$ cat src/rtl/polyint_pkg.sv
package polyint_pkg;

    localparam int SAMPLE_W    = 16;
    localparam int COEF_W      = 16;
    localparam int COEF_IDX_W  = 7;
    localparam int PHASE_IDX_W = 4;

    typedef logic signed [SAMPLE_W-1:0] sample_t;
    typedef logic signed [COEF_W-1:0]   coef_t;
    typedef logic [COEF_IDX_W-1:0]      coef_idx_t;
    typedef logic [PHASE_IDX_W-1:0]     phase_idx_t;

    // Request command codes.
    localparam logic CMD_LOAD = 1'b0;
    localparam logic CMD_PUSH = 1'b1;

endpackage

$ cat src/rtl/polyint_ram.sv
module polyint_ram #(
    parameter int WIDTH = 32,
    parameter int DEPTH = 32
) (
    input  logic                                 aclk,
    input  logic                                 we,
    input  logic [(DEPTH > 1 ? $clog2(DEPTH) : 1)-1:0] waddr,
    input  logic [WIDTH-1:0]                     wdata,
    input  logic [(DEPTH > 1 ? $clog2(DEPTH) : 1)-1:0] raddr,
    output logic [WIDTH-1:0]                     rdata
);

    logic [WIDTH-1:0] mem [DEPTH];
    logic [WIDTH-1:0] rdata_reg;

    always_ff @(posedge aclk) begin
        if (we) begin
            mem[waddr] <= wdata;
        end
        rdata_reg <= mem[raddr];
    end

    assign rdata = rdata_reg;

endmodule

$ cat src/rtl/polyphase_interpolator.sv
// Polyphase FIR interpolator for complex Q1.15 samples.
// Input channel (s_*): a request with s_command = CMD_LOAD writes s_coef_value into the
// coefficient store at s_coef_index (phase + tap*PHASES); indexes beyond the kernel are
// dropped. A load produces no result and leaves s_ready high. A request with
// s_command = CMD_PUSH writes the complex sample into the delay line and produces
// PHASES results on the output channel (m_*), in phase order, m_last on the final one.
// Each result is one multiply-accumulate per tap through a single complex-by-real MAC,
// with the delay line and the coefficients read from two simple dual-port RAMs. A phase
// issues every tap read in ST_RUN, then drains through the RAM read, the product register
// and the accumulator in ST_DRAIN before its result is loaded. s_ready is high only while
// no push is in progress. The result register holds a finished output while the next
// phase is computed; if the receiver still stalls when that phase finishes, the engine
// waits. Reset clears the write pointer and marks every delay-line entry empty (read as
// zero); the coefficient store is not cleared and must be loaded before use.
module polyphase_interpolator #(
    parameter int TAPS_PER_PHASE = 32,
    parameter int PHASES         = 4
) (
    input  logic                   aclk,
    input  logic                   aresetn,
    input  logic                   s_valid,
    output logic                   s_ready,
    input  logic                   s_command,
    input  polyint_pkg::coef_idx_t s_coef_index,
    input  polyint_pkg::coef_t     s_coef_value,
    input  polyint_pkg::sample_t   s_sample_re,
    input  polyint_pkg::sample_t   s_sample_im,
    output logic                   m_valid,
    input  logic                   m_ready,
    output polyint_pkg::sample_t   m_out_re,
    output polyint_pkg::sample_t   m_out_im,
    output polyint_pkg::phase_idx_t m_phase_index,
    output logic                   m_last
);

    import polyint_pkg::*;

    localparam int KERNEL_LEN = PHASES * TAPS_PER_PHASE;
    localparam int TAP_W      = TAPS_PER_PHASE > 1 ? $clog2(TAPS_PER_PHASE) : 1;
    localparam int PH_W       = PHASES > 1 ? $clog2(PHASES) : 1;
    localparam int KER_W      = KERNEL_LEN > 1 ? $clog2(KERNEL_LEN) : 1;
    localparam int ACC_W      = 2 * SAMPLE_W + 1 + $clog2(TAPS_PER_PHASE);

    typedef enum logic [2:0] {
        ST_IDLE  = 3'b001,
        ST_RUN   = 3'b010,
        ST_DRAIN = 3'b100
    } state_t;

    state_t state_reg, state_next;

    logic [TAP_W-1:0] wp_reg, wp_next;
    logic [TAP_W-1:0] tap_reg, tap_next;
    logic [TAP_W-1:0] daddr_reg, daddr_next;
    logic [KER_W-1:0] caddr_reg, caddr_next;
    logic [PH_W-1:0]  phase_reg, phase_next;
    logic [TAPS_PER_PHASE-1:0] dvalid_reg, dvalid_next;

    // Pipeline: issue -> RAM data (stage 1) -> products (stage 2) -> accumulator.
    logic s1_vld_reg, s1_first_reg, s1_last_reg, s1_zero_reg;
    logic s2_vld_reg, s2_first_reg, s2_last_reg;
    logic signed [2*SAMPLE_W-1:0] prod_re_reg, prod_im_reg;
    logic signed [2*SAMPLE_W-1:0] prod_re_next, prod_im_next;
    logic signed [ACC_W-1:0] acc_re_reg, acc_im_reg;
    logic done_reg, done_next;

    logic       m_valid_reg, m_valid_next;
    sample_t    out_re_reg, out_im_reg;
    phase_idx_t out_phase_reg;
    logic       out_last_reg;

    logic issue;
    logic out_load;
    logic push_acc;
    logic load_acc;
    logic coef_we;

    logic [2*SAMPLE_W-1:0] dl_rdata;
    logic [COEF_W-1:0]     coef_rdata;
    sample_t               dre, dim;

    function automatic sample_t round_sat(input logic signed [ACC_W-1:0] a);
        logic signed [ACC_W:0] r;
        r = $signed({a[ACC_W-1], a}) + $signed((ACC_W+1)'(16384));
        r = r >>> 15;
        if (r > $signed((ACC_W+1)'(32767))) begin
            return 16'sh7FFF;
        end else if (r < -$signed((ACC_W+1)'(32768))) begin
            return 16'sh8000;
        end
        return r[SAMPLE_W-1:0];
    endfunction

    assign s_ready  = (state_reg == ST_IDLE);
    assign push_acc = s_valid && s_ready && (s_command == CMD_PUSH);
    assign load_acc = s_valid && s_ready && (s_command == CMD_LOAD);
    assign coef_we  = load_acc && (32'(s_coef_index) < 32'(KERNEL_LEN));
    assign issue    = (state_reg == ST_RUN);
    assign out_load = (state_reg == ST_DRAIN) && done_reg && (!m_valid_reg || m_ready);

    polyint_ram #(
        .WIDTH(2 * SAMPLE_W),
        .DEPTH(TAPS_PER_PHASE)
    ) u_delay_ram (
        .aclk (aclk),
        .we   (push_acc),
        .waddr(wp_reg),
        .wdata({s_sample_re, s_sample_im}),
        .raddr(daddr_reg),
        .rdata(dl_rdata)
    );

    polyint_ram #(
        .WIDTH(COEF_W),
        .DEPTH(KERNEL_LEN)
    ) u_coef_ram (
        .aclk (aclk),
        .we   (coef_we),
        .waddr(KER_W'(s_coef_index)),
        .wdata(s_coef_value),
        .raddr(caddr_reg),
        .rdata(coef_rdata)
    );

    // An entry never written since reset reads as zero.
    assign dre = s1_zero_reg ? '0 : sample_t'(dl_rdata[2*SAMPLE_W-1:SAMPLE_W]);
    assign dim = s1_zero_reg ? '0 : sample_t'(dl_rdata[SAMPLE_W-1:0]);
    assign prod_re_next = dre * $signed(coef_rdata);
    assign prod_im_next = dim * $signed(coef_rdata);

    always_comb begin
        state_next   = state_reg;
        wp_next      = wp_reg;
        tap_next     = tap_reg;
        daddr_next   = daddr_reg;
        caddr_next   = caddr_reg;
        phase_next   = phase_reg;
        dvalid_next  = dvalid_reg;
        done_next    = done_reg;
        m_valid_next = m_valid_reg;

        if (m_valid_reg && m_ready) begin
            m_valid_next = 1'b0;
        end
        if (s2_vld_reg && s2_last_reg) begin
            done_next = 1'b1;
        end

        case (state_reg)
            ST_IDLE: begin
                if (push_acc) begin
                    dvalid_next[wp_reg] = 1'b1;
                    state_next = ST_RUN;
                    tap_next   = '0;
                    phase_next = '0;
                    daddr_next = wp_reg;
                    caddr_next = '0;
                end
            end
            ST_RUN: begin
                tap_next   = tap_reg + TAP_W'(1);
                daddr_next = (daddr_reg == '0) ? TAP_W'(TAPS_PER_PHASE - 1)
                                               : daddr_reg - TAP_W'(1);
                caddr_next = caddr_reg + KER_W'(PHASES);
                if (tap_reg == TAP_W'(TAPS_PER_PHASE - 1)) begin
                    state_next = ST_DRAIN;
                end
            end
            ST_DRAIN: begin
                if (out_load) begin
                    done_next    = 1'b0;
                    m_valid_next = 1'b1;
                    if (phase_reg == PH_W'(PHASES - 1)) begin
                        state_next = ST_IDLE;
                        wp_next    = (wp_reg == TAP_W'(TAPS_PER_PHASE - 1)) ? '0
                                                                            : wp_reg + TAP_W'(1);
                    end else begin
                        state_next = ST_RUN;
                        phase_next = phase_reg + PH_W'(1);
                        tap_next   = '0;
                        daddr_next = wp_reg;
                        caddr_next = KER_W'(phase_reg) + KER_W'(1);
                    end
                end
            end
            default: begin
                state_next = ST_IDLE;
            end
        endcase
    end

    always_ff @(posedge aclk) begin
        if (!aresetn) begin
            state_reg   <= ST_IDLE;
            wp_reg      <= '0;
            dvalid_reg  <= '0;
            done_reg    <= 1'b0;
            m_valid_reg <= 1'b0;
            s1_vld_reg  <= 1'b0;
            s2_vld_reg  <= 1'b0;
            tap_reg     <= '0;
            phase_reg   <= '0;
        end else begin
            state_reg   <= state_next;
            wp_reg      <= wp_next;
            dvalid_reg  <= dvalid_next;
            done_reg    <= done_next;
            m_valid_reg <= m_valid_next;
            s1_vld_reg  <= issue;
            s2_vld_reg  <= s1_vld_reg;
            tap_reg     <= tap_next;
            phase_reg   <= phase_next;
        end
    end

    always_ff @(posedge aclk) begin
        daddr_reg    <= daddr_next;
        caddr_reg    <= caddr_next;
        s1_first_reg <= (tap_reg == '0);
        s1_last_reg  <= (tap_reg == TAP_W'(TAPS_PER_PHASE - 1));
        s1_zero_reg  <= !dvalid_reg[daddr_reg];
        s2_first_reg <= s1_first_reg;
        s2_last_reg  <= s1_last_reg;
        prod_re_reg  <= prod_re_next;
        prod_im_reg  <= prod_im_next;
        if (s2_vld_reg) begin
            if (s2_first_reg) begin
                acc_re_reg <= ACC_W'(prod_re_reg);
                acc_im_reg <= ACC_W'(prod_im_reg);
            end else begin
                acc_re_reg <= acc_re_reg + ACC_W'(prod_re_reg);
                acc_im_reg <= acc_im_reg + ACC_W'(prod_im_reg);
            end
        end
        if (out_load) begin
            out_re_reg    <= round_sat(acc_re_reg);
            out_im_reg    <= round_sat(acc_im_reg);
            out_phase_reg <= PHASE_IDX_W'(phase_reg);
            out_last_reg  <= (phase_reg == PH_W'(PHASES - 1));
        end
    end

    assign m_valid       = m_valid_reg;
    assign m_out_re      = out_re_reg;
    assign m_out_im      = out_im_reg;
    assign m_phase_index = out_phase_reg;
    assign m_last        = out_last_reg;

endmodule

$ cat config.mk
export PLATFORM = sky130hd
export DESIGN_NAME = polyphase_interpolator
export DESIGN_NICKNAME = d
export VERILOG_FILES = /design/src/rtl/polyint_pkg.sv /design/src/rtl/polyint_ram.sv /design/src/rtl/polyphase_interpolator.sv
export SDC_FILE = /design/constraint.sdc
export NUM_CORES = 2
export LEC_CHECK = 0
export BUFFER_PORTS_ARGS = -buffer_cell sky130_fd_sc_hd__clkbuf_2
export CAP_MARGIN = 40
export CORE_UTILIZATION = 55
export DETAILED_ROUTE_END_ITERATION = 16
export PLACE_DENSITY = 0.71
export SLEW_MARGIN = 20
export SYNTH_ARGS = -nofsm -noshare
export SYNTH_HDL_FRONTEND = slang
export SYNTH_SLANG_ARGS = --single-unit
$ cat constraint.sdc
create_clock -name aclk -period 20.3 [get_ports aclk]
set_clock_uncertainty 0.05 [all_clocks]
set_input_delay 2.03 -clock aclk [delete_from_list [all_inputs] [get_ports aclk]]
set_output_delay 2.03 -clock aclk [all_outputs]
set_load 0.05 [all_outputs]
Yosys cells after proc, flatten, opt, wreduce, memory -nomap -nowiden
Memory sizes are Yosys's and may differ from the RTL's. A register that Yosys moved wholly into a read port is not among the register bits.
Index checks and enable logic that the tools add are counted.
Storage, ports and cells
  RAM bits: 3072
  output and inout bits: 39
  memories kept: 2
  word-level logic and storage cells: 130
  register bits: 243
Operators by class
  add/subtract/negate cells: 10
  multipliers: 2
  bitwise gates (word level): 2
  multiplexer cells: 53
  equality and inequality tests: 10
  magnitude comparators: 7
  reduce and logical (&&, ||, !) cells: 20
Memory list
  u_coef_ram.mem: depth 128, bits a word 16, rd ports 1, clocked after memory_dff 1, wr ports 1, RTL line polyint_ram.sv:13  | logic [WIDTH-1:0] mem [DEPTH];
  u_delay_ram.mem: depth 32, bits a word 32, rd ports 1, clocked after memory_dff 1, wr ports 1, RTL line polyint_ram.sv:13
Operators by type and width (number)
  two-way mux 16 bit: 8
  adder 38 x 16 -> 39 bit, second input constant: 2
  adder 38 x 32 -> 38 bit: 2
  two-way mux 38 bit: 2
  multiplier 16 x 16 -> 32 bit: 2
  > comparator 24 x 16 -> 1 bit, second input constant: 2
  less-than comparator 24 x 16 -> 1 bit, second input constant: 2
  two-way mux 5 bit: 8
  OR 32 bit: 1
  case mux 5 bit (3 select lines): 2
  two-way mux 7 bit: 3
  case mux 7 bit (3 select lines): 1
  two-way mux 1 bit: 18
  less-than comparator 5 x 6 -> 1 bit, second input constant: 2
  adder 5 x 1 -> 5 bit, second input constant: 2
  equality test 5 bit, second input constant: 2
  logical NOT 5 bit: 2
  two-way mux 3 bit: 3
  case mux 3 bit (3 select lines): 1
  logical AND 1 bit: 8
  two-way mux 2 bit: 4
  AND reduction 4 bit: 2
  adder 7 x 3 -> 7 bit, second input constant: 1
  AND reduction 3 bit: 2
  19 further kinds: 22

Logic depth before layout (Yosys ltp)
  depth in word-level cells: 6
  mapped depth: 26

Hierarchy
From an unflattened synthesis, not the netlist that was laid out.
Second synthesis, totals
  cell total of the unflattened synthesis: 8900
  area total of the unflattened synthesis: 152147.2 um^2
By module, submodules not included
  polyint_ram (u_coef_ram): instances 1, area each 78522.8 um^2, cells each 3086, seq. area each 61819.3 um^2
  polyint_ram (u_delay_ram): instances 1, area each 40485.1 um^2, cells each 2260, seq. area each 31390.1 um^2
  polyphase_interpolator: instances 1, area each 33139.3 um^2, cells each 3554, seq. area each 6095.8 um^2

Least setup slack after synthesis
No wires, ideal clock.
  kind: reg2reg
  from: register s1_zero_reg
  to: register prod_re_reg[31]
  setup slack: 13.862 ns
  path buffers: 2
  data required time: 20.118 ns
  arrival: 6.257 ns
  cell stages (with the launch flop): 25
  period minus slack after synthesis: 6.438 ns
  path through: dfxtp_1 -> clkbuf_1 -> nor2b_1 -> clkbuf_1 -> nand2_1 -> fa_1 -> inv_1 -> fa_1 -> inv_1 -> fa_1 -> inv_1 -> fa_1 -> fa_1 -> inv_1 -> fa_1 -> inv_1 -> ha_1 -> a21o_1 -> a21oi_1 -> nand3b_1 -> o21ai_0 -> o221a_2 -> o211ai_1 -> a2111oi_0 -> nor3b_1
Between the ends
  cells in the longest elaborated chain, start to end: 2
RTL lines
  start, declared: RTL line polyphase_interpolator.sv:60  | logic s1_vld_reg, s1_first_reg, s1_last_reg, s1_zero_reg;
  start signal, assigned: RTL line polyphase_interpolator.sv:221  | s1_zero_reg <= !dvalid_reg[daddr_reg];
  two-way mux 16 bit: RTL line polyphase_interpolator.sv:126  | assign dre = s1_zero_reg ? '0 : sample_t'(dl_rdata[2*SAMPLE_W-1:SAMPLE_W]);
  multiplier 16 x 16 -> 32 bit: RTL line polyphase_interpolator.sv:128  | assign prod_re_next = dre * $signed(coef_rdata);
  net prod_re_next[31]: RTL line polyphase_interpolator.sv:63  | logic signed [2*SAMPLE_W-1:0] prod_re_next, prod_im_next;
  end signal, assigned: RTL line polyphase_interpolator.sv:224  | prod_re_reg <= prod_re_next;
  end, declared: RTL line polyphase_interpolator.sv:62  | logic signed [2*SAMPLE_W-1:0] prod_re_reg, prod_im_reg;
The timed path passes the listed nets, and every way through them passes these cells.
A chain may end at the register's enable or synchronous reset.

Worst setup path in the final report
Same ends and word-level chain as after synthesis.

==> results.json <==
{
  "outcome": "finished clean",
  "clock_path_buffers": 4,
  "rsz0062_at_grt": "false",
  "first_iter_violations": 8761,
  "multi_input_area_um2": 48100,
  "yosysWarningCount": 0,
  "path_class": "flip-flop to flip-flop",
  "finalMaxSlewViolations": 0,
  "end_kind": "flip-flop",
  "synth_cell_types": 75,
  "clock.fmax_mhz": 139,
  "insertion_delay_ns": 0.95,
  "wirelength_mm": 355,
  "cp.required_ns": 21.03,
  "register_area_um2": 99300,
  "cts_sinks": 3363,
  "cellPowerDensity_nw_per_um2": 89.9,
  "crit-reg2reg-launch": "s1_zero_reg",
  "fin_setup_tns_ns": 0,
  "maxCapViolCount": 0,
  "grt_pass1_wl_mm": 526,
  "grt_util_all_layers_pct": 25.9,
  "startpoint": "s1_zero_reg",
  "setup_viol": 0,
  "r2r_slack_ns": 13.08,
  "root_buffer": "clkbuf_16",
  "die_w_um": 526,
  "max_stage_delay_ns": 0.74,
  "synth_area_per_cell_um2": 18.5,
  "initial_core_util_pct": 55.2,
  "wl_per_cell_um": 28.6,
  "most-common-layout-cells": "edfxtp_1, mux4_2, inv_1",
  "reg2reg_to": "prod_re_reg[31]",
  "finalCritPeriodShare_pct": 35.6,
  "top_regs": "u_coef_ram.mem (2048), u_delay_ram.mem (1024)",
  "place_inst": 11800,
  "post_cts_resized": 0,
  "power.leakage_nw": 57.8,
  "drive_above_1_share_pct": 22.8,
  "async_flop_share_pct": 0,
  "peakVddDrop_uv": 102,
  "hpwl_mm": 212,
  "synthFlopType": "edfxtp_1",
  "io_pins": 99,
  "hold_path_end": "s2_last_reg",
  "fin_cells": 12400,
  "cts_tree": "yes",
  "max_flop_register": "u_coef_ram.mem",
  "syn_inst": 8174,
  "numCtsBuffers": 338,
  "grt_pass1_vias": 79500,
  "critPathLaunchType": "flip-flop",
  "holdCritStartpoint": "s1_last_reg",
  "ys_ff_latch": 3363,
  "tightestPinTransition_ns": 1.12,
  "finalHoldViolations": 0,
  "clk_pin_slew_worst_paths_ns": 0.06,
  "slowest_stage": "fa_1",
  "drc_errors": 0,
  "cp_cell_sequence": "buf_4 > nor2b_1 > buf_4 > nand2_1 > inv_1 > fa_1 > fa_1 > fa_1 > fa_1 > fa_1 > inv_1 > fa_1 > inv_1 > ha_1 > a211oi_1 > nand3b_1 > o21ai_0 > o221a_2 > o211ai_1 > a2111oi_0 > nor3b_1",
  "critPathArrivalTime_ns": 7.95,
  "post_cts_buffers": 0,
  "port_buffers": 96,
  "core_area_um2": 273000,
  "seq_area_frac_synth_pct": 65.8,
  "largest_register_ff_count": 2048,
  "htree_num_levels": 5,
  "max_slew_margin_pct": 25.2,
  "fill_cells": 19000,
  "finalNetCount": 9396,
  "fin_crit_ns": 7.22,
  "synth_edf_count": 3195,
  "hold_path.class": "flip-flop to flip-flop",
  "final_common_cell": "edfxtp_1",
  "place_congestion": 0.848,
  "vias": 78000,
  "grt_overflow_total": 0,
  "crit_top_cell": "fa_1",
  "vias_per_cell": 6.27,
  "hold_path_depth": 0,
  "ff2ff_path_depth": 21,
  "antenna_found_initial": 36,
  "rows": 192,
  "cp_max_fo": 18,
  "grt_max_degree": 159,
  "dr.pass1.iters": 8,
  "cts_hold_buf": 0,
  "synth_area_um2": 151000,
  "die_h_um": 526,
  "die-area_um2": 277000,
  "syn2layout_area_growth_pct": 11.7,
  "antenna_left": 0
}
[critical path: cells and delay by family, from the launching register on]
family | cells | cell delay, ns
flip-flops | 1 | 0.70
buffers and inverters | 5 | 0.69
AO/OA/AOI/OAI | 5 | 1.66
AND/OR/NAND/NOR | 4 | 0.38
adder cells (fa/ha/maj) | 7 | 3.62
[cells by family (layout without fill, tap and decap cells)]
group                    after synthesis  count (layout)  share of synthesized area (%)
AND/OR/NAND/NOR                     1256            1256                           4.04
adder cells (fa/ha/maj)              777             777                           9.05
AO/OA/AOI/OAI                        553             553                           2.34
XOR/XNOR                             147             147                          0.853
buffers and inverters               1018            1683                           2.59
multiplexers                        1059            1059                           15.4
flip-flops                          3363            3363                           65.8
other                                  1               9                        0.00248
[through the flow]
stage	setup slack (ns)	hold WS, ns	power, mW	cell area (um2)	utilization [%]
finish	13.08	0.291	15.2	169000	61.7
detailed placement	13.10	0.273	9.22	158000	57.7
CTS	13.05	0.285	15.2	168000	61.6
global placement	12.89	0.263	9.17	157000	57.4
floorplan	13.86	0.260	8.72	151000	-
global route	12.59	0.296	15.6	169000	61.7
[layout make-up]
cell class | instances | area share, %
tap | 3589 | 2.66
multi-input combinational | 3794 | 28.5
inverter | 646 | 1.44
sequential | 3363 | 58.9
clock buffer | 431 | 5.35
clock inverter | 190 | 1.04
antenna | 7 | 0.0104
timing repair buffer | 416 | 2.13
[worst max path at each step]
stage                                 end  slack, ns  depth (start not counted)
final                     prod_re_reg[31]      13.08                         21
after global routing      prod_re_reg[31]      12.59                         21
after CTS                 prod_re_reg[31]      13.05                         21
after detailed placement  prod_re_reg[31]      13.10                         20
after global placement    prod_re_reg[31]      12.89                         21
after floorplan           prod_re_reg[31]      13.86                         24
[cells in the mapped netlist, types with 13 or more instances]
master	count	area share, %
or3_1	13	0.054
nor2_1	287	0.71
a21oi_1	108	0.36
a211oi_1	26	0.13
and3_1	32	0.13
fa_1	526	7.0
o21a_1	48	0.24
a21boi_0	13	0.065
edfxtp_1	3195	64
buf_2	55	0.18
mux2_2	54	0.40
o21ai_1	22	0.073
o21bai_1	18	0.089
nor3_1	24	0.080
a31oi_1	22	0.091
nand2_1	403	1.0
o31ai_1	21	0.10
o21ai_0	144	0.48
clkbuf_1	264	0.66
xnor2_1	94	0.55
o211ai_1	13	0.065
and2_1	260	1.1
nor2b_1	58	0.24
nand2b_1	32	0.13
mux4_2	1002	15
buf_1	49	0.12
dfxtp_1	168	2.2
nand4_1	17	0.070
nand3_1	65	0.22
inv_1	646	1.6
a21o_1	52	0.26
ha_1	251	2.1
xor2_1	53	0.31
[report_power, final]
group / switching (mW) / internal, mW / total [mW] / leakage (nW)
clock network: 2.66 / 3.42 / 6.07 / 5.24
logic: 0.823 / 0.544 / 1.37 / 22.4
registers: 0.0614 / 7.66 / 7.72 / 30.1
total: 3.54 / 11.6 / 15.2 / 57.8
[metal layers]
metal  wire length, um  global-route usage (%)  vias to the layer above
li1                  -                       -                    32300
met1            145000                    38.3                    41400
met2            167000                    40.2                     3716
met3             33900                    4.83                      534
met4              9080                    6.42                       18
met5               114                       0                        -
Power figures use the tool's default switching activity.
